[config.mk]
export PLATFORM = sky130hd
export DESIGN_NAME = serial_frame_deframer_crc16
export DESIGN_NICKNAME = d
export VERILOG_FILES = /design/src/rtl/core/sfd_pkg.sv /design/src/rtl/core/sfd_crc8.sv /design/src/rtl/core/serial_frame_deframer_crc16.sv
export SDC_FILE = /design/constraint.sdc
export NUM_CORES = 1
export LEC_CHECK = 0
export BUFFER_PORTS_ARGS = -buffer_cell sky130_fd_sc_hd__buf_4
export CORE_UTILIZATION = 62
export DETAILED_ROUTE_END_ITERATION = 10
export GPL_TIMING_DRIVEN = 0
export PLACE_DENSITY = 0.82
export SYNTH_ARGS = -nofsm -noshare
export SYNTH_HDL_FRONTEND = slang
export SYNTH_SLANG_ARGS = --single-unit
[constraint.sdc]
create_clock -name clk -period 11.8 [get_ports clk]
set_clock_uncertainty 0.15 [all_clocks]
set_input_delay 1.18 -clock clk [delete_from_list [all_inputs] [get_ports clk]]
set_output_delay 1.18 -clock clk [all_outputs]
set_load 0.03 [all_outputs]
[src/rtl/core/sfd_pkg.sv]
`default_nettype none

package sfd_pkg;

	localparam int CRC_W      = 16;
	localparam int BYTE_W     = 8;
	localparam int LEN_W      = 11;
	localparam int OUT_CNT_W  = 32;
	localparam int CFG_IDX_W  = 2;

	localparam int COUNTER_BITS_DEF = 32;

	localparam logic [BYTE_W-1:0] START_MARK     = 8'hF0;
	localparam logic [BYTE_W-1:0] TYPE_DATA      = 8'h00;
	localparam logic [BYTE_W-1:0] TYPE_COMMAND   = 8'h01;
	localparam logic [BYTE_W-1:0] TYPE_RESPONSE  = 8'h81;
	localparam logic [BYTE_W-1:0] LEN_HIGH_LIMIT = 8'h05;

	localparam logic [CRC_W-1:0] CRC_POLY_RST = 16'hA001;
	localparam logic [CRC_W-1:0] CRC_INIT_RST = 16'hFFFF;
	localparam logic [LEN_W-1:0] MAX_LEN_RST  = 11'd1514;

	typedef enum logic [CFG_IDX_W-1:0] {
		REG_CRC_POLY = 2'd0,
		REG_CRC_INIT = 2'd1,
		REG_MAX_LEN  = 2'd2,
		REG_NONE     = 2'd3
	} cfg_reg_t;

	typedef enum logic [1:0] {
		KIND_PAYLOAD = 2'd0,
		KIND_OK      = 2'd1,
		KIND_CRC_ERR = 2'd2,
		KIND_ABORT   = 2'd3
	} kind_t;

	typedef enum logic [1:0] {
		FT_DATA     = 2'd0,
		FT_COMMAND  = 2'd1,
		FT_RESPONSE = 2'd2
	} ftype_t;

endpackage

`default_nettype wire

[src/rtl/core/sfd_crc8.sv]
`default_nettype none

// one byte through a reflected CRC-16, LSB first
module sfd_crc8
	import sfd_pkg::*;
(
	input  wire logic [CRC_W-1:0]  crc_in,
	input  wire logic [CRC_W-1:0]  poly,
	input  wire logic [BYTE_W-1:0] data,
	output logic      [CRC_W-1:0]  crc_out
);

	always_comb begin
		logic [CRC_W-1:0] c;
		c = crc_in ^ {{(CRC_W-BYTE_W){1'b0}}, data};
		for (int i = 0; i < BYTE_W; i++) begin
			if (c[0]) begin
				c = (c >> 1) ^ poly;
			end else begin
				c = c >> 1;
			end
		end
		crc_out = c;
	end

endmodule

`default_nettype wire

[src/rtl/core/serial_frame_deframer_crc16.sv]
`default_nettype none

// channel   dir  handshake             payload
// s_*       in   s_tvalid/s_tready     tdata: rx_byte; tuser: action
// m_*       out  m_tvalid/m_tready     tdata: payload_byte, frame_type, frame_length,
//                                      good_frames, bad_frames; tuser: kind;
//                                      tlast: end_of_frame
// cfg_*     in   cfg_we                cfg_index, cfg_data
//
// One request per cycle sustained while the result register is not stalled: input register, one pass of parse and
// byte-wide CRC logic, then the result register.
// An accepted request is held in the input register; its result is registered once the output is free.
// arst_n clears phase, held fields, counters and valid flags, and sets the config registers to their defaults.
// A stalled result register holds the input stage; s_tready drops only then.
module serial_frame_deframer_crc16
	import sfd_pkg::*;
#(
	parameter int COUNTER_BITS = COUNTER_BITS_DEF
) (
	input  wire logic                  clk,
	input  wire logic                  arst_n,

	input  wire logic                  s_tvalid,
	output logic                       s_tready,
	input  wire logic [7:0]            s_tdata,   // [7:0] rx_byte
	input  wire logic                  s_tuser,   // [0] action

	output logic                       m_tvalid,
	input  wire logic                  m_tready,
	output logic [87:0]                m_tdata,   // [7:0] payload_byte, [9:8] frame_type,
	                                              // [20:10] frame_length,
	                                              // [52:21] good_frames,
	                                              // [84:53] bad_frames, [87:85] zero
	output logic [1:0]                 m_tuser,   // [1:0] kind
	output logic                       m_tlast,   // end_of_frame

	input  wire logic                  cfg_we,
	input  wire logic [CFG_IDX_W-1:0]  cfg_index,
	input  wire logic [CRC_W-1:0]      cfg_data
);

	typedef enum logic [2:0] {
		PH_HUNT, PH_TYPE, PH_LEN_HI, PH_LEN_LO, PH_PAYLOAD, PH_CRC_LO, PH_CRC_HI
	} phase_t;

	logic [CRC_W-1:0]        poly_q, init_q;
	logic [LEN_W-1:0]        max_len_q;

	logic                    valid_s1, action_s1;
	logic [BYTE_W-1:0]       byte_s1;

	phase_t                  phase_q, phase_d;
	ftype_t                  type_q, type_d;
	logic [LEN_W-1:0]        len_q, len_d, len_lo;
	logic [LEN_W-1:0]        taken_q, taken_d, taken_inc;
	logic [CRC_W-1:0]        crc_q, crc_d, crc_src, crc_new;
	logic [BYTE_W-1:0]       crc_lo_q, crc_lo_d;
	logic [COUNTER_BITS-1:0] good_q, good_d, bad_q, bad_d;

	logic                    adv, emit;
	kind_t                   kind_d;
	logic [BYTE_W-1:0]       pbyte_d;

	always_ff @(posedge clk or negedge arst_n) begin
		if (!arst_n) begin
			poly_q    <= CRC_POLY_RST;
			init_q    <= CRC_INIT_RST;
			max_len_q <= MAX_LEN_RST;
		end else if (cfg_we) begin
			unique case (cfg_reg_t'(cfg_index))
				REG_CRC_POLY: poly_q    <= cfg_data;
				REG_CRC_INIT: init_q    <= cfg_data;
				REG_MAX_LEN:  max_len_q <= cfg_data[LEN_W-1:0];
				REG_NONE:     ;
				default:      ;
			endcase
		end
	end

	assign adv      = valid_s1 && (!m_tvalid || m_tready);
	assign s_tready = !valid_s1 || adv;

	always_ff @(posedge clk or negedge arst_n) begin
		if (!arst_n) begin
			valid_s1 <= 1'b0;
		end else if (s_tready) begin
			valid_s1 <= s_tvalid;
		end
	end

	always_ff @(posedge clk) begin
		if (s_tready && s_tvalid) begin
			action_s1 <= s_tuser;
			byte_s1   <= s_tdata;
		end
	end

	assign crc_src = (phase_q == PH_HUNT) ? init_q : crc_q;

	sfd_crc8 u_crc (
		.crc_in  (crc_src),
		.poly    (poly_q),
		.data    (byte_s1),
		.crc_out (crc_new)
	);

	assign len_lo    = len_q | {{(LEN_W-BYTE_W){1'b0}}, byte_s1};
	assign taken_inc = taken_q + 1'b1;

	always_comb begin
		phase_d  = phase_q;
		type_d   = type_q;
		len_d    = len_q;
		taken_d  = taken_q;
		crc_d    = crc_q;
		crc_lo_d = crc_lo_q;
		good_d   = good_q;
		bad_d    = bad_q;
		emit     = 1'b0;
		kind_d   = KIND_PAYLOAD;
		pbyte_d  = '0;
		if (action_s1) begin
			if (phase_q != PH_HUNT) begin
				emit    = 1'b1;
				kind_d  = KIND_ABORT;
				phase_d = PH_HUNT;
			end
		end else begin
			unique case (phase_q)
				PH_HUNT: begin
					if (byte_s1 == START_MARK) begin
						phase_d  = PH_TYPE;
						type_d   = FT_DATA;
						len_d    = '0;
						taken_d  = '0;
						crc_lo_d = '0;
						crc_d    = crc_new;
					end
				end
				PH_TYPE: begin
					phase_d = PH_LEN_HI;
					crc_d   = crc_new;
					priority if (byte_s1 == TYPE_DATA) begin
						type_d = FT_DATA;
					end else if (byte_s1 == TYPE_COMMAND) begin
						type_d = FT_COMMAND;
					end else if (byte_s1 == TYPE_RESPONSE) begin
						type_d = FT_RESPONSE;
					end else begin
						phase_d = PH_HUNT;
						crc_d   = crc_q;
					end
				end
				PH_LEN_HI: begin
					if (byte_s1 > LEN_HIGH_LIMIT) begin
						phase_d = PH_HUNT;
					end else begin
						len_d   = {byte_s1[LEN_W-BYTE_W-1:0], {BYTE_W{1'b0}}};
						crc_d   = crc_new;
						phase_d = PH_LEN_LO;
					end
				end
				PH_LEN_LO: begin
					len_d = len_lo;
					if (len_lo > max_len_q) begin
						phase_d = PH_HUNT;
					end else begin
						crc_d   = crc_new;
						taken_d = '0;
						phase_d = (len_lo == '0) ? PH_CRC_LO : PH_PAYLOAD;
					end
				end
				PH_PAYLOAD: begin
					crc_d   = crc_new;
					taken_d = taken_inc;
					if (taken_inc >= len_q) begin
						phase_d = PH_CRC_LO;
					end
					emit    = 1'b1;
					kind_d  = KIND_PAYLOAD;
					pbyte_d = byte_s1;
				end
				PH_CRC_LO: begin
					crc_lo_d = byte_s1;
					phase_d  = PH_CRC_HI;
				end
				PH_CRC_HI: begin
					phase_d = PH_HUNT;
					emit    = 1'b1;
					if ({byte_s1, crc_lo_q} == crc_q) begin
						good_d = good_q + 1'b1;
						kind_d = KIND_OK;
					end else begin
						bad_d  = bad_q + 1'b1;
						kind_d = KIND_CRC_ERR;
					end
				end
				default: phase_d = PH_HUNT;
			endcase
		end
	end

	always_ff @(posedge clk or negedge arst_n) begin
		if (!arst_n) begin
			phase_q  <= PH_HUNT;
			type_q   <= FT_DATA;
			len_q    <= '0;
			taken_q  <= '0;
			crc_q    <= '0;
			crc_lo_q <= '0;
			good_q   <= '0;
			bad_q    <= '0;
			m_tvalid <= 1'b0;
		end else begin
			if (adv) begin
				phase_q  <= phase_d;
				type_q   <= type_d;
				len_q    <= len_d;
				taken_q  <= taken_d;
				crc_q    <= crc_d;
				crc_lo_q <= crc_lo_d;
				good_q   <= good_d;
				bad_q    <= bad_d;
				m_tvalid <= emit;
			end else if (m_tready) begin
				m_tvalid <= 1'b0;
			end
		end
	end

	always_ff @(posedge clk) begin
		if (adv && emit) begin
			m_tdata <= {3'b000, OUT_CNT_W'(bad_d), OUT_CNT_W'(good_d),
			            len_d, type_d, pbyte_d};
			m_tuser <= kind_d;
			m_tlast <= (kind_d != KIND_PAYLOAD);
		end
	end

	a_last_matches_kind: assert property (@(posedge clk) disable iff (!arst_n)
		m_tvalid |-> (m_tlast == (m_tuser != KIND_PAYLOAD)))
		else $error("tlast disagrees with kind");

	a_timeout_hunts: assert property (@(posedge clk) disable iff (!arst_n)
		(adv && action_s1) |=> (phase_q == PH_HUNT))
		else $error("timeout did not return to hunting");

	a_good_step: assert property (@(posedge clk) disable iff (!arst_n)
		(good_q != $past(good_q)) |-> (good_q == $past(good_q) + 1'b1))
		else $error("good frame count jumped");

	a_one_count: assert property (@(posedge clk) disable iff (!arst_n)
		!((good_q != $past(good_q)) && (bad_q != $past(bad_q))))
		else $error("both frame counts moved");

endmodule

`default_nettype wire

# == Yosys cells after proc, flatten, opt, wreduce, memory -nomap -nowiden ==
# Cells that the tools add are included.
# Widths: inputs -> output; s select.
# op_classes
addsub,3
n_lt_le_gt_ge,3
eq_ne,19
muxes,57
bitwise,12
n_reduce_logical,26
# op_table
op,count
$mux 16,15
$mux 32,6
$xor 15x16->16,8
$pmux 16 s5,1
$pmux 11 s3,2
$add 32x1->32 const B,2
$mux 11,5
$mux 2,13
$pmux 3 s6,1
$eq 16x16->1,1
$eq 8x8->1 const B,2
$pmux 8 s2,1
$xor 16x8->16,1
$mux 3,5
$add 11x1->11 const B,1
$ge 11x11->1,1
$gt 11x11->1,1
$logic_not 11->1,1
$or 11x8->11,1
$eq 3x3->1 const B,3
$eq 8x1->1 const B,1
$gt 8x3->1 const B,1
$logic_not 8->1,1
$mux 8,1
25 further kinds,45
# word_totals
ff_bits,257
inputBits,32
word_cells,139

# == Logic depth before layout (Yosys ltp) ==
# Gate-level depths: netlist of run 1.
# logic_depth
ltp_word,23
mapped_depth,18
depth_no_buf,16

# == Cells and area by module ==
# A second synthesis of run 1 with hierarchy kept.
# hier_totals
hier_cells,1407
area_unflattened_um2,14706.6
# modules_own_cells
module,n_inst,cells_per_inst,area_per_inst_um2
serial_frame_deframer_crc16,1,1056,12258.0
sfd_crc8,1,351,2448.6

# == Worst setup path after synthesis of run 1 ==
# OpenSTA, ideal clock, no wires.
# synth_path
path_type,input-to-reg
from,input port m_tready
to,register m_tdata[0] (enable)
setup_time_ns,0.565
arrival_ns,6.058
required_time_ns,11.085
setup_slack_ns,5.027
stages,6
cell_sequence,inv_1 -> nand2_1 -> nand2_1 -> clkbuf_1 -> clkbuf_1 -> a21oi_1
# synth_between
elab_chain_cells,3
# synth_lines
element,line_no,source
"start, declared",serial_frame_deframer_crc16.sv:29,"input wire logic m_tready,"
$logic_or 1x1->1,serial_frame_deframer_crc16.sv:80,assign adv = valid_s1 && (!m_tvalid || m_tready);
$logic_and 1x1->1,serial_frame_deframer_crc16.sv:80,
$logic_and 1x1->1,serial_frame_deframer_crc16.sv:232,if (adv && emit) begin
"end signal, assigned",serial_frame_deframer_crc16.sv:233,"m_tdata <= {3'b000, OUT_CNT_W'(bad_d), OUT_CNT_W'(good_d),"
"end, declared",serial_frame_deframer_crc16.sv:30,"output logic [87:0] m_tdata,"
# Every way passes these cells.
# A chain may end at the register's enable or synchronous reset.

# == Final worst setup path of run 1 ==
# layout_path
from,register phase_q[1]
to,register crc_q[7]
# layout_between
elab_chain_cells,23
elab_cells_between_ends,36
# layout_lines
element,line_no,source
"start, declared",serial_frame_deframer_crc16.sv:52,"phase_t phase_q, phase_d;"
"start signal, assigned",serial_frame_deframer_crc16.sv:216,phase_q <= phase_d;
$logic_not 3->1,"serial_frame_deframer_crc16.sv:98, serial_frame_deframer_crc16.sv:129",
$mux 16,serial_frame_deframer_crc16.sv:98,assign crc_src = (phase_q == PH_HUNT) ? init_q : crc_q;
$xor 16x8->16,sfd_crc8.sv:15,"c = crc_in ^ {{(CRC_W-BYTE_W){1'b0}}, data};"
$xor 15x16->16,sfd_crc8.sv:18,c = (c >> 1) ^ poly;
$mux 16,sfd_crc8.sv:17,if (c[0]) begin
$xor 15x16->16,sfd_crc8.sv:18,
$mux 16,sfd_crc8.sv:17,
$xor 15x16->16,sfd_crc8.sv:18,
(+7 left out),-,
$xor 15x16->16,sfd_crc8.sv:18,
$mux 16,sfd_crc8.sv:17,
$xor 15x16->16,sfd_crc8.sv:18,
$mux 16,sfd_crc8.sv:17,
$mux 16,serial_frame_deframer_crc16.sv:147,end else if (byte_s1 == TYPE_RESPONSE) begin
$mux 16,serial_frame_deframer_crc16.sv:145,end else if (byte_s1 == TYPE_COMMAND) begin
$mux 16,serial_frame_deframer_crc16.sv:143,priority if (byte_s1 == TYPE_DATA) begin
$pmux 16 s5,serial_frame_deframer_crc16.sv:129,unique case (phase_q)
"end signal, assigned",serial_frame_deframer_crc16.sv:220,crc_q <= crc_d;
"end, declared",serial_frame_deframer_crc16.sv:56,"logic [CRC_W-1:0] crc_q, crc_d, crc_src, crc_new;"
# Parallel ways exist; a longest one is shown, timed or not. The select of a mux whose other input is x is not followed.

==> impl_metrics.toml, run 1 <==
[layout]
syn_to_final_growth_pct = 16.4
nFillCells = 1515
diodes = 0
drive_gt1_share_pct = 17.8
nets = 1595

[route]
drc = 0
first_iter_violations = 774
wl_met1_um = 13800
ant_nets = 0
dr.max_layer_used = "met4"
vias_per_cell = 5.84
vias = 10800
wl_met2_um = 16400
drt-wirelength-per-cell_um = 18.3
wl_met3_um = 2420
drt-pass1-iter-count = 7
postRouteWirelength_um = 33800

[sta]
setup_viol = 0
hold_violations = 0
rsz0062_at_grt = "false"
fin_crit_sh_pct = 45.8
max_freq_ghz = 0.185
drv_slew = 0
slew_headroom_pct = 18.2
final.setup.tns_ns = 0
period_minus_slack_ns = 5.40
tightest_slew_ns = 1.22
timing.hold.ws_ns = 0.359

[synth]
ys_warn_count = 0
synth.avg_cell_area_um2 = 10.3
ys_async_sr_fraction_pct = 62.3
synthFlopType = "dfrtp_1"
ys_top_cells_by_area = "dfrtp_1 24%, edfxtp_1 20%, xnor2_1 8.8%"
ys_seq_area_share_pct = 48.8
synth_seq_cells = 257
yosysTopAreaCellShare_pct = 23.5
ys_types = 73
synth_edf_count = 97
synth_cells = 1383
yosys-top-cells-count = "221 x nand2_1, 143 x xnor2_1, 134 x dfrtp_1"
synth_area_mm2 = 0.0142
synth_top_cell_by_area = "dfrtp_1"
synth_most_common_cell = "nand2_1"

[pwr]
p_int_mw = 2.83
seq_power_share_pct = 23.8
pwr-share-clk_pct = 19.0
leakagePower_nw = 7.28
combPwrFrac_pct = 57.2
swShare_pct = 40.5
p_switching_mw = 1.93
ir_drop_mv = 0.313
p_per_area_mw_per_mm2 = 287

[clock_tree]
cts_buffers = 26
clkSinkCount = 257
clk_pin_slew_worst_paths_ns = 0.07
cts_max_level = 1
root_buffer = "clkbuf_16"
cts_setup_buffers = 0
cts_resized = 0
cts_tree = "built"
postCtsHoldBufs = 0
clkLatencyLatePin_ns = 0.53
cts_buffer_depth = 3

[grt]
grt_pass1_vias = 10400
grt_max_degree = 92
overflow = 0
antenna_found_initial = 0
grt_pass1_wl_um = 53800
grtUsageTotal_pct = 28.7

[min_path]
hold_depth = 1
holdPathEnd = "good_q[7]"
hp-start = "good_q[7]"
hold_path_class = "flip-flop to flip-flop"

[die]
num_rows = 55
die_y_um = 154
fp.coreArea_mm2 = 0.0226
num_io_pins = 125
die_x_um = 154
dieArea_mm2 = 0.0236
start_util_pct = 63.1

[placement]
hpwl_um = 23900
numPortBuffers = 121
gp_congestion = 0.916

[critical_path]
crit_type = "flip-flop to flip-flop"
start_kind = "flip-flop"
crit_slowest_cell = "a2111oi_1"
regToRegSetupSlack_ns = 6.40
crit_path_frequent_cell = "nand2_1"
cp.required_ns = 12.03
r2r-start = "phase_q[1]"
max_stage_delay_ns = 0.58
reg2reg_depth = 16
critPathCaptureType = "flip-flop"
rr_endpoint = "crc_q[7]"
cp_cell_sequence = "buf_6 > or4b_4 > and3b_1 > a211oi_2 > a22oi_1 > a2111oi_1 > xnor3_1 > nand3_1 > nand2_1 > xnor2_1 > nand2_1 > xnor3_1 > buf_2 > nand2_1 > xnor2_1 > a21oi_1"
cp.arrival_ns = 5.64
crit_fanout = 10

[run]
max_cap_violations = 0

[status]
outcome = "finished clean"
==> through the flow <==
step | instances | area, um^2 | power (mW) | utilization (%) | setup WS [ns]
2_1_floorplan | 1385 | 14300 | 3.28 | - | 5.03
3_3_place_gp | 1791 | 15500 | 3.79 | 68.8 | 2.80
3_5_place_dp | 1795 | 15600 | 3.85 | 69.3 | 6.49
4_1_cts | 1843 | 16600 | 4.76 | 73.4 | 6.40
5_1_grt | 1843 | 16600 | 5.02 | 73.5 | 6.17
6_report | 1843 | 16600 | 4.76 | 73.5 | 6.40
==> placed cells by master (no fill, tap or decap), types with 17 or more instances in the layout <==
master,count
inv_1,38
clkbuf_16,26
dfstp_2,26
dfrtp_1,134
edfxtp_1,97
nor2b_1,17
and3_1,20
nand4_1,17
ha_1,25
nor3_1,18
nand2_1,221
o21ai_0,36
xnor2_1,143
mux2_2,48
nand3_1,47
xor2_1,112
clkbuf_1,62
a21oi_1,30
nor2_1,103
buf_4,124
==> worst max path at each step <==
stage / depth (start not counted) / endpoint / startpoint
after CTS: 12 / good_q[25] / byte_s1[0]
final: 16 / crc_q[7] / phase_q[1]
after detailed placement: 16 / crc_q[7] / phase_q[1]
after global placement: 7 / m_tdata[76] / m_tready
after global routing: 17 / crc_q[1] / phase_q[2]
after floorplan: 6 / m_tdata[0] / m_tready
==> metal layers <==
layer	global-route usage, %	up-vias
li1	-	5014
met1	37.8	5205
met2	48.2	452
met3	4.40	88
met4	10.9	0
met5	0	-
==> cells by family (layout without fill, tap and decap cells) <==
group                    Yosys count  after routing  synth area share [%]
AO/OA/AOI/OAI                    148            148                  7.37
XOR/XNOR                         263            263                  16.9
adder cells (fa/ha/maj)           25             25                  2.20
buffers and inverters            114            287                  3.30
flip-flops                       257            257                  48.8
multiplexers                      63             63                  4.85
other                              1              3                0.0263
AND/OR/NAND/NOR                  512            512                  16.6
==> flip-flops by register name, summed over array words and instances, names as in the netlist <==
name,count
action_s1,1
bad_q,32
byte_s1,8
crc_lo_q,8
crc_q,16
good_q,32
init_q,16
len_q,11
m_tdata,85
m_tlast,1
m_tuser,2
m_tvalid,1
max_len_q,11
phase_q,3
poly_q,16
taken_q,11
type_q,2
valid_s1,1
==> layout make-up <==
type / count / area [um^2] / area share (%)
multi-input combinational: 1014 / 6850 / 41.3
tap: 285 / 357 / 2.15
clock inverter: 17 / 255 / 1.54
timing repair buffer: 125 / 1010 / 6.10
inverter: 39 / 146 / 0.883
clock buffer: 31 / 689 / 4.16
buffer: 75 / 324 / 1.95
sequential: 257 / 6950 / 41.9
==> worst max-delay path, delay by kind of cell, from the launching register on <==
family	cells	cell delay [ns]
xor+xnor	4	1.59
compound gates	4	1.38
simple gates	6	1.27
buf+inv	2	0.45
flops	1	0.42
==> power groups by stage <==
stage               logic, mW  registers (mW)  clock network, mW
finish                   2.72            1.13              0.904
global route             2.93            1.14              0.947
CTS                      2.72            1.13              0.911
detailed placement       2.70            1.14                  0
global placement         2.64            1.15                  0
floorplan                2.08            1.20                  0
Note: power is estimated with default switching activity, not from simulation.
==> run 2: changes to the inputs <==
--- a/config.mk
+++ b/config.mk
@@ -5,11 +5,12 @@
 export SDC_FILE = /design/constraint.sdc
 export NUM_CORES = 1
 export LEC_CHECK = 0
+export ABC_AREA = 1
 export BUFFER_PORTS_ARGS = -buffer_cell sky130_fd_sc_hd__buf_4
-export CORE_UTILIZATION = 62
+export CORE_UTILIZATION = 61
 export DETAILED_ROUTE_END_ITERATION = 10
 export GPL_TIMING_DRIVEN = 0
-export PLACE_DENSITY = 0.82
+export PLACE_DENSITY = 0.81
 export SYNTH_ARGS = -nofsm -noshare
 export SYNTH_HDL_FRONTEND = slang
 export SYNTH_SLANG_ARGS = --single-unit
==> constraint.sdc (replaced) <==
create_clock -name clk -period 5.6 [get_ports clk]
set_clock_uncertainty 0.15 [all_clocks]
set_input_delay 0.56 -clock clk [delete_from_list [all_inputs] [get_ports clk]]
set_output_delay 0.56 -clock clk [all_outputs]
set_load 0.03 [all_outputs]
==> run 2 against run 1 <==
Effect of this change: critical path depth up 3; sequential power increased to 2.6 times the previous value; non-clock buffer count rose by 2; wire length grew 9.0%; first-iteration DRC count increased by 21%; clock power is 98% higher; sequential cell count did not move; core utilization decreased by 0.97 points; clock-buffer cell count grew 6; synthesized cell count increased by 35%; global-route usage increased by 1.3 points; area after synthesis up 3.3%; highest routed layer unchanged.
==> impl_metrics.toml, run 2 <==
[clock_tree]
cts_buffer_depth = 3
cts_buffers = 27
clkSinkCount = 257
clk_pin_slew_worst_paths_ns = 0.06
cts_tree = "built"
clkLatencyLatePin_ns = 0.56
cts_max_level = 1
root_buffer = "clkbuf_16"

[grt]
overflow = 0
grtUsageTotal_pct = 30.1
grt_max_degree = 94
grt_pass1_vias = 11900
antenna_found_initial = 0
grt_pass1_wl_um = 58700

[run]
max_cap_violations = 0

[layout]
diodes = 0
layout_commonest_cell = "nand2_1"
reg_top3 = "m_tdata: 85 flops, bad_q: 32 flops, good_q: 32 flops"
drive_gt1_share_pct = 13.8
seq_area_mm2 = 0.00695
top_register = "m_tdata"
layout_common_cells = "545 x nand2_1, 260 x inv_1, 169 x nand3_1, 138 x o21ai_0, 134 x dfrtp_1"
nets = 2079
syn_to_final_growth_pct = 16.0
nFillCells = 1841
largest_reg_flops = 85
multi_input_area_mm2 = 0.00638
final_area_mm2 = 0.0171

[critical_path]
r2r-start = "byte_s1[5]"
critPathCaptureType = "flip-flop"
regToRegSetupSlack_ns = 1.27
cp.arrival_ns = 4.65
cp_cell_sequence = "clkbuf_1 > xnor2_1 > nand4_1 > nor3_1 > nand2_1 > nor2_4 > nand4_1 > nor2_1 > nand3_1 > inv_2 > nand3_1 > nor2_2 > nand3_1 > nor2_2 > nand2_1 > nor2_1 > xor2_1 > nand2_1 > nand2_1"
crit_slowest_cell = "clkbuf_1"
crit_type = "flip-flop to flip-flop"
startpoint = "byte_s1[5]"
cp.required_ns = 5.92
crit_path_frequent_cell = "nand2_1"
max_stage_delay_ns = 0.47
start_kind = "flip-flop"
rr_endpoint = "good_q[26]"
reg2reg_depth = 19
crit_fanout = 8

[pwr]
swShare_pct = 47.0
p_per_area_mw_per_mm2 = 619
p_int_mw = 5.60
combPwrFrac_pct = 54.9
seq_power_share_pct = 28.2
leakagePower_nw = 8.15
p_total_mw = 10.6
p_switching_mw = 4.96
ir_drop_mv = 0.356
pwr-share-clk_pct = 16.9

[sta]
rsz0062_at_grt = "false"
setup_viol = 0
slew_headroom_pct = 36.5
drv_slew = 0
timing.hold.ws_ns = 0.0266
period_minus_slack_ns = 4.33
tightest_slew_ns = 0.945
hold_violations = 0
fin_crit_sh_pct = 77.3
max_freq_ghz = 0.231

[synth]
ys_top_cells_by_area = "dfrtp_1 23%, edfxtp_1 20%, nand2_1 14%"
synth_area_mm2 = 0.0147
ys_types = 49
synthFlopType = "dfrtp_1"
synth_cells = 1865
ys_warn_count = 0
yosys-top-cells-count = "545 x nand2_1, 260 x inv_1, 169 x nand3_1"
ys_seq_area_share_pct = 47.2
synth_edf_count = 97
synth_seq_cells = 257
synth_top_cell_by_area = "dfrtp_1"
ys_async_sr_fraction_pct = 62.3
synth_most_common_cell = "nand2_1"
yosysTopAreaCellShare_pct = 22.8
synth.avg_cell_area_um2 = 7.89

[route]
drc = 0
vias_per_cell = 5.51
first_iter_violations = 935
ant_nets = 0
postRouteWirelength_um = 36800
vias = 13000
drt-wirelength-per-cell_um = 15.6
drt-pass1-iter-count = 5

[min_path]
hp-start = "s_tuser"
hold_depth = 1
hold_path_class = "input pin to flip-flop"
holdPathEnd = "action_s1"

[status]
outcome = "finished clean"

[die]
fp.coreArea_mm2 = 0.0235
start_util_pct = 62.5
dieArea_mm2 = 0.0248
die_x_um = 157
num_io_pins = 125
num_rows = 56
die_y_um = 157

[placement]
place_area_mm2 = 0.0162
hpwl_um = 27100
gp_congestion = 0.936
numPortBuffers = 121
-- run 2: cell count changes after synthesis, moves of 20 or more --
| cell | previous run | this run |
|---|---|---|
| and3_1 | 20 | 0 |
| buf_2 | 4 | 24 |
| clkbuf_1 | 59 | 31 |
| inv_1 | 38 | 260 |
| mux2_2 | 48 | 0 |
| nand2_1 | 221 | 545 |
| nand3_1 | 47 | 169 |
| o21ai_0 | 36 | 138 |
| xnor2_1 | 143 | 24 |
| xor2_1 | 112 | 89 |
-- run 2: what timing repair did --
action,in CTS,in global routing
hold endpoints to repair,67,0
resized for setup,0,0
setup endpoints to repair,0,0
hold buffers,1,0
setup buffers,0,0
-- run 2: routing by layer --
layer	up-vias	track usage (%)	part of all wire (%)
met1	6132	39.8	42
li1	6278	-	-
met2	519	51.4	48
met4	0	9.29	2.9
met3	83	3.80	7.0
met5	-	0	0
-- run 2: power groups by stage --
stage / Sequential [mW] / Clock (mW) / Combinational (mW)
global placement: 2.99 / 0 / 5.45
finish: 2.97 / 1.79 / 5.80
detailed placement: 2.98 / 0 / 5.69
global route: 3.02 / 1.88 / 6.46
floorplan: 3.18 / 0 / 4.05
CTS: 2.96 / 1.80 / 5.72
-- run 2: critical path: cells and delay by family, from the launching register on --
| family | cells | cell delay (ns) |
|---|---|---|
| buffers and inverters | 2 | 0.54 |
| and+or+nand+nor | 15 | 2.82 |
| DFF | 1 | 0.32 |
| xor gates and xnor gates | 2 | 0.43 |
-- run 2: how the worst max path moves through the flow --
stage / to / depth (start not counted) / slack [ns]
after floorplan: m_tdata[0] / 11 / 1.02
after global placement: m_tdata[69] / 11 / -0.20
after detailed placement: good_q[30] / 19 / 1.45
after CTS: good_q[26] / 19 / 1.39
after global routing: good_q[26] / 19 / 1.04
final: good_q[26] / 19 / 1.27
-- run 2: per-stage QoR --
step,setup WS [ns],cells,utilization (%),setup TNS (ns)
after global routing,1.04,2362,72.5,0
after detailed placement,1.45,2311,68.6,0
after global placement,-0.203,2307,68.1,-17.30
after CTS,1.39,2362,72.5,0
after floorplan,1.02,1867,-,0
final,1.27,2362,72.5,0
-- run 2: area by class of cell --
type                    instances  area share, %
multi-input cells            1266           37.4
clock inverters                13          0.645
inverters                     268           5.91
flip-flops and latches        257           40.7
repair buffers                126           6.03
clock buffers                  37           4.66
plain buffers                  76           2.35
well taps                     319           2.34
-- run 2: cells by family after synthesis --
family          Yosys count  synth area share (%)
fa+ha+maj                25                  2.13
other cells               1                0.0255
flops                   257                  47.2
xor+xnor                114                  6.84
simple gates            930                  27.2
buf+inv                 344                  9.58
compound gates          194                  7.05
==> run 3: changes to the inputs <==
==> constraint.sdc (replaced) <==
create_clock -name clk -period 4.5 [get_ports clk]
set_clock_uncertainty 0.15 [all_clocks]
set_input_delay 0.45 -clock clk [delete_from_list [all_inputs] [get_ports clk]]
set_output_delay 0.45 -clock clk [all_outputs]
set_load 0.03 [all_outputs]
==> run 3 against run 2 <==
Effect of this change: sequential power rose by 24%; combinational power increased by 24%; sequential cell count stayed put; clock-buffer cell count decreased by 4; core utilization grew 0.62 points; die area stayed put; clock power is 31% higher; non-clock buffer count rose by 7; design area grew 0.86%; critical path type unchanged; critical endpoint is now good_q[30]; largest cell class unchanged.
==> impl_metrics.toml, run 3 (same netlist as run 2, synthesis figures left out) <==
[sta]
fin_crit_sh_pct = 90.8
period_minus_slack_ns = 4.09
setup_viol = 0
rsz0062_at_grt = "false"
tightest_slew_ns = 0.987
final.setup.tns_ns = 0
max_freq_ghz = 0.245
setup_ws_ns = 0.413
drv_slew = 0
slew_headroom_pct = 33.7
hold_violations = 0
timing.hold.ws_ns = 0.0161

[clock_tree]
clkSinkCount = 257
root_buffer = "clkbuf_16"
cts_buffers = 27
clk_pin_slew_worst_paths_ns = 0.06
clkLatencyLatePin_ns = 0.54
cts_setup_buffers = 0
cts_buffer_depth = 3
cts_max_level = 1
cts_tree = "built"

[grt]
antenna_found_initial = 0
grt_pass1_wl_um = 60400
grt_max_degree = 95
grtUsageTotal_pct = 30.8
overflow = 0
grt_pass1_vias = 12500

[min_path]
hold_depth = 3
hp-start = "cfg_data[13]"
holdPathEnd = "init_q[13]"
hold_path_class = "input pin to flip-flop"

[layout]
reg_top3 = "m_tdata: 85 flops, bad_q: 32 flops, good_q: 32 flops"
syn_to_final_growth_pct = 17.0
top_register = "m_tdata"
largest_reg_flops = 85
layoutNonFillerInstCount = 2369
nFillCells = 1811
layout_common_cells = "545 x nand2_1, 260 x inv_1, 169 x nand3_1, 138 x o21ai_0, 134 x dfrtp_1"
diodes = 0
final_core_util_pct = 73.1
nets = 2086
drive_gt1_share_pct = 13.7
layout_commonest_cell = "nand2_1"

[critical_path]
rr_endpoint = "good_q[30]"
r2r-start = "byte_s1[2]"
cp.arrival_ns = 4.38
crit_fanout = 8
critPathCaptureType = "flip-flop"
regToRegSetupSlack_ns = 0.41
crit_type = "flip-flop to flip-flop"
cp.required_ns = 4.79
start_kind = "flip-flop"
reg2reg_depth = 19

[die]
num_rows = 56
dieArea_mm2 = 0.0248
num_io_pins = 125
fp.coreArea_mm2 = 0.0235
die_x_um = 157
start_util_pct = 62.5
die_y_um = 157

[route]
postRouteWirelength_um = 36700
drt-pass1-iter-count = 5
drc = 0
ant_nets = 0
drt-wirelength-per-cell_um = 15.5
first_iter_violations = 1022
vias_per_cell = 5.51
vias = 13100

[placement]
gp_congestion = 0.912
hpwl_um = 27200
place_inst = 2311
dp_slack_ns = 0.452
numPortBuffers = 121

[pwr]
pwr-share-clk_pct = 17.7
p_switching_mw = 6.13
combPwrFrac_pct = 54.3
leakagePower_nw = 8.21
p_per_area_mw_per_mm2 = 769
ir_drop_mv = 0.464
swShare_pct = 46.3
seq_power_share_pct = 27.9
p_int_mw = 7.11

[status]
outcome = "finished clean"

[run]
max_cap_violations = 0
==> run 3: cell types whose count changed in the layout (fill, tap and decap cells not counted), sizes merged <==
cell	change
inv	+1
clkinv	+1
clkbuf	-7
clkinvlp	-1
bufinv	+3
dlygate4sd3	+10
==> run 3: final cells by class <==
cell class                 instances  area, um^2  area share, %
inverter                         268        1010           5.86
buffer                            73         390           2.27
timing repair buffer             136        1130           6.56
clock buffer                      33         759           4.41
tap                              319         399           2.32
multi-input combinational       1266        6380           37.0
sequential                       257        6950           40.4
clock inverter                    17         204           1.18
==> run 3: worst max path at each step <==
stage,from,endpoint,depth (start not counted)
floorplan,phase_q[2],m_tdata[0],11
global placement,phase_q[2],m_tdata[26],11
detailed placement,byte_s1[7],good_q[30],19
CTS,byte_s1[7],good_q[30],19
global route,byte_s1[2],good_q[30],19
finish,byte_s1[2],good_q[30],19
==> run 3: repair_timing <==
| action | in CTS | in global routing |
|---|---|---|
| hold endpoints to repair | 76 | 0 |
| hold buffers | 11 | 0 |
| gates resized for setup | 0 | 0 |
| setup endpoints to repair | 0 | 3 |
==> run 3: per-layer routing <==
metal | track usage (%) | vias to the layer above | routed length (um)
met1 | 41.4 | 6147 | 15100
met4 | 11.6 | 0 | 1240
met5 | 0 | - | 0
met2 | 51.1 | 526 | 17400
li1 | - | 6286 | -
met3 | 3.96 | 101 | 2950
==> run 3: power by group through the flow <==
stage	combinational, mW	clock (mW)	sequential, mW
3_3_place_gp	6.76	0	3.69
4_1_cts	7.12	2.38	3.67
6_report	7.19	2.35	3.69
2_1_floorplan	5.04	0	3.94
5_1_grt	8.14	2.47	3.76
3_5_place_dp	7.06	0	3.71
==> run 3: worst max-delay path: stages (launching register included) <==
cell      delay (ns)
edfxtp_1        0.50
inv_1           0.30
or2_2           0.17
nand4_1         0.07
nor3_1          0.29
nand2_1         0.27
nor2_4          0.27
nand4_1         0.17
nor2_1          0.21
nand3_1         0.17
inv_2           0.07
nand3_1         0.10
nor2_2          0.17
nand3_1         0.16
nor2_2          0.16
nand2_1         0.13
nor3_2          0.15
xor2_1          0.28
nand2_1         0.08
o21ai_1         0.11
==> run 3: metrics by stage <==
stage / cell area (um^2) / total power [mW]
2_1_floorplan: 14700 / 8.99
5_1_grt: 17200 / 14.4
6_report: 17200 / 13.2
3_3_place_gp: 16000 / 10.5
4_1_cts: 17200 / 13.2
3_5_place_dp: 16200 / 10.8
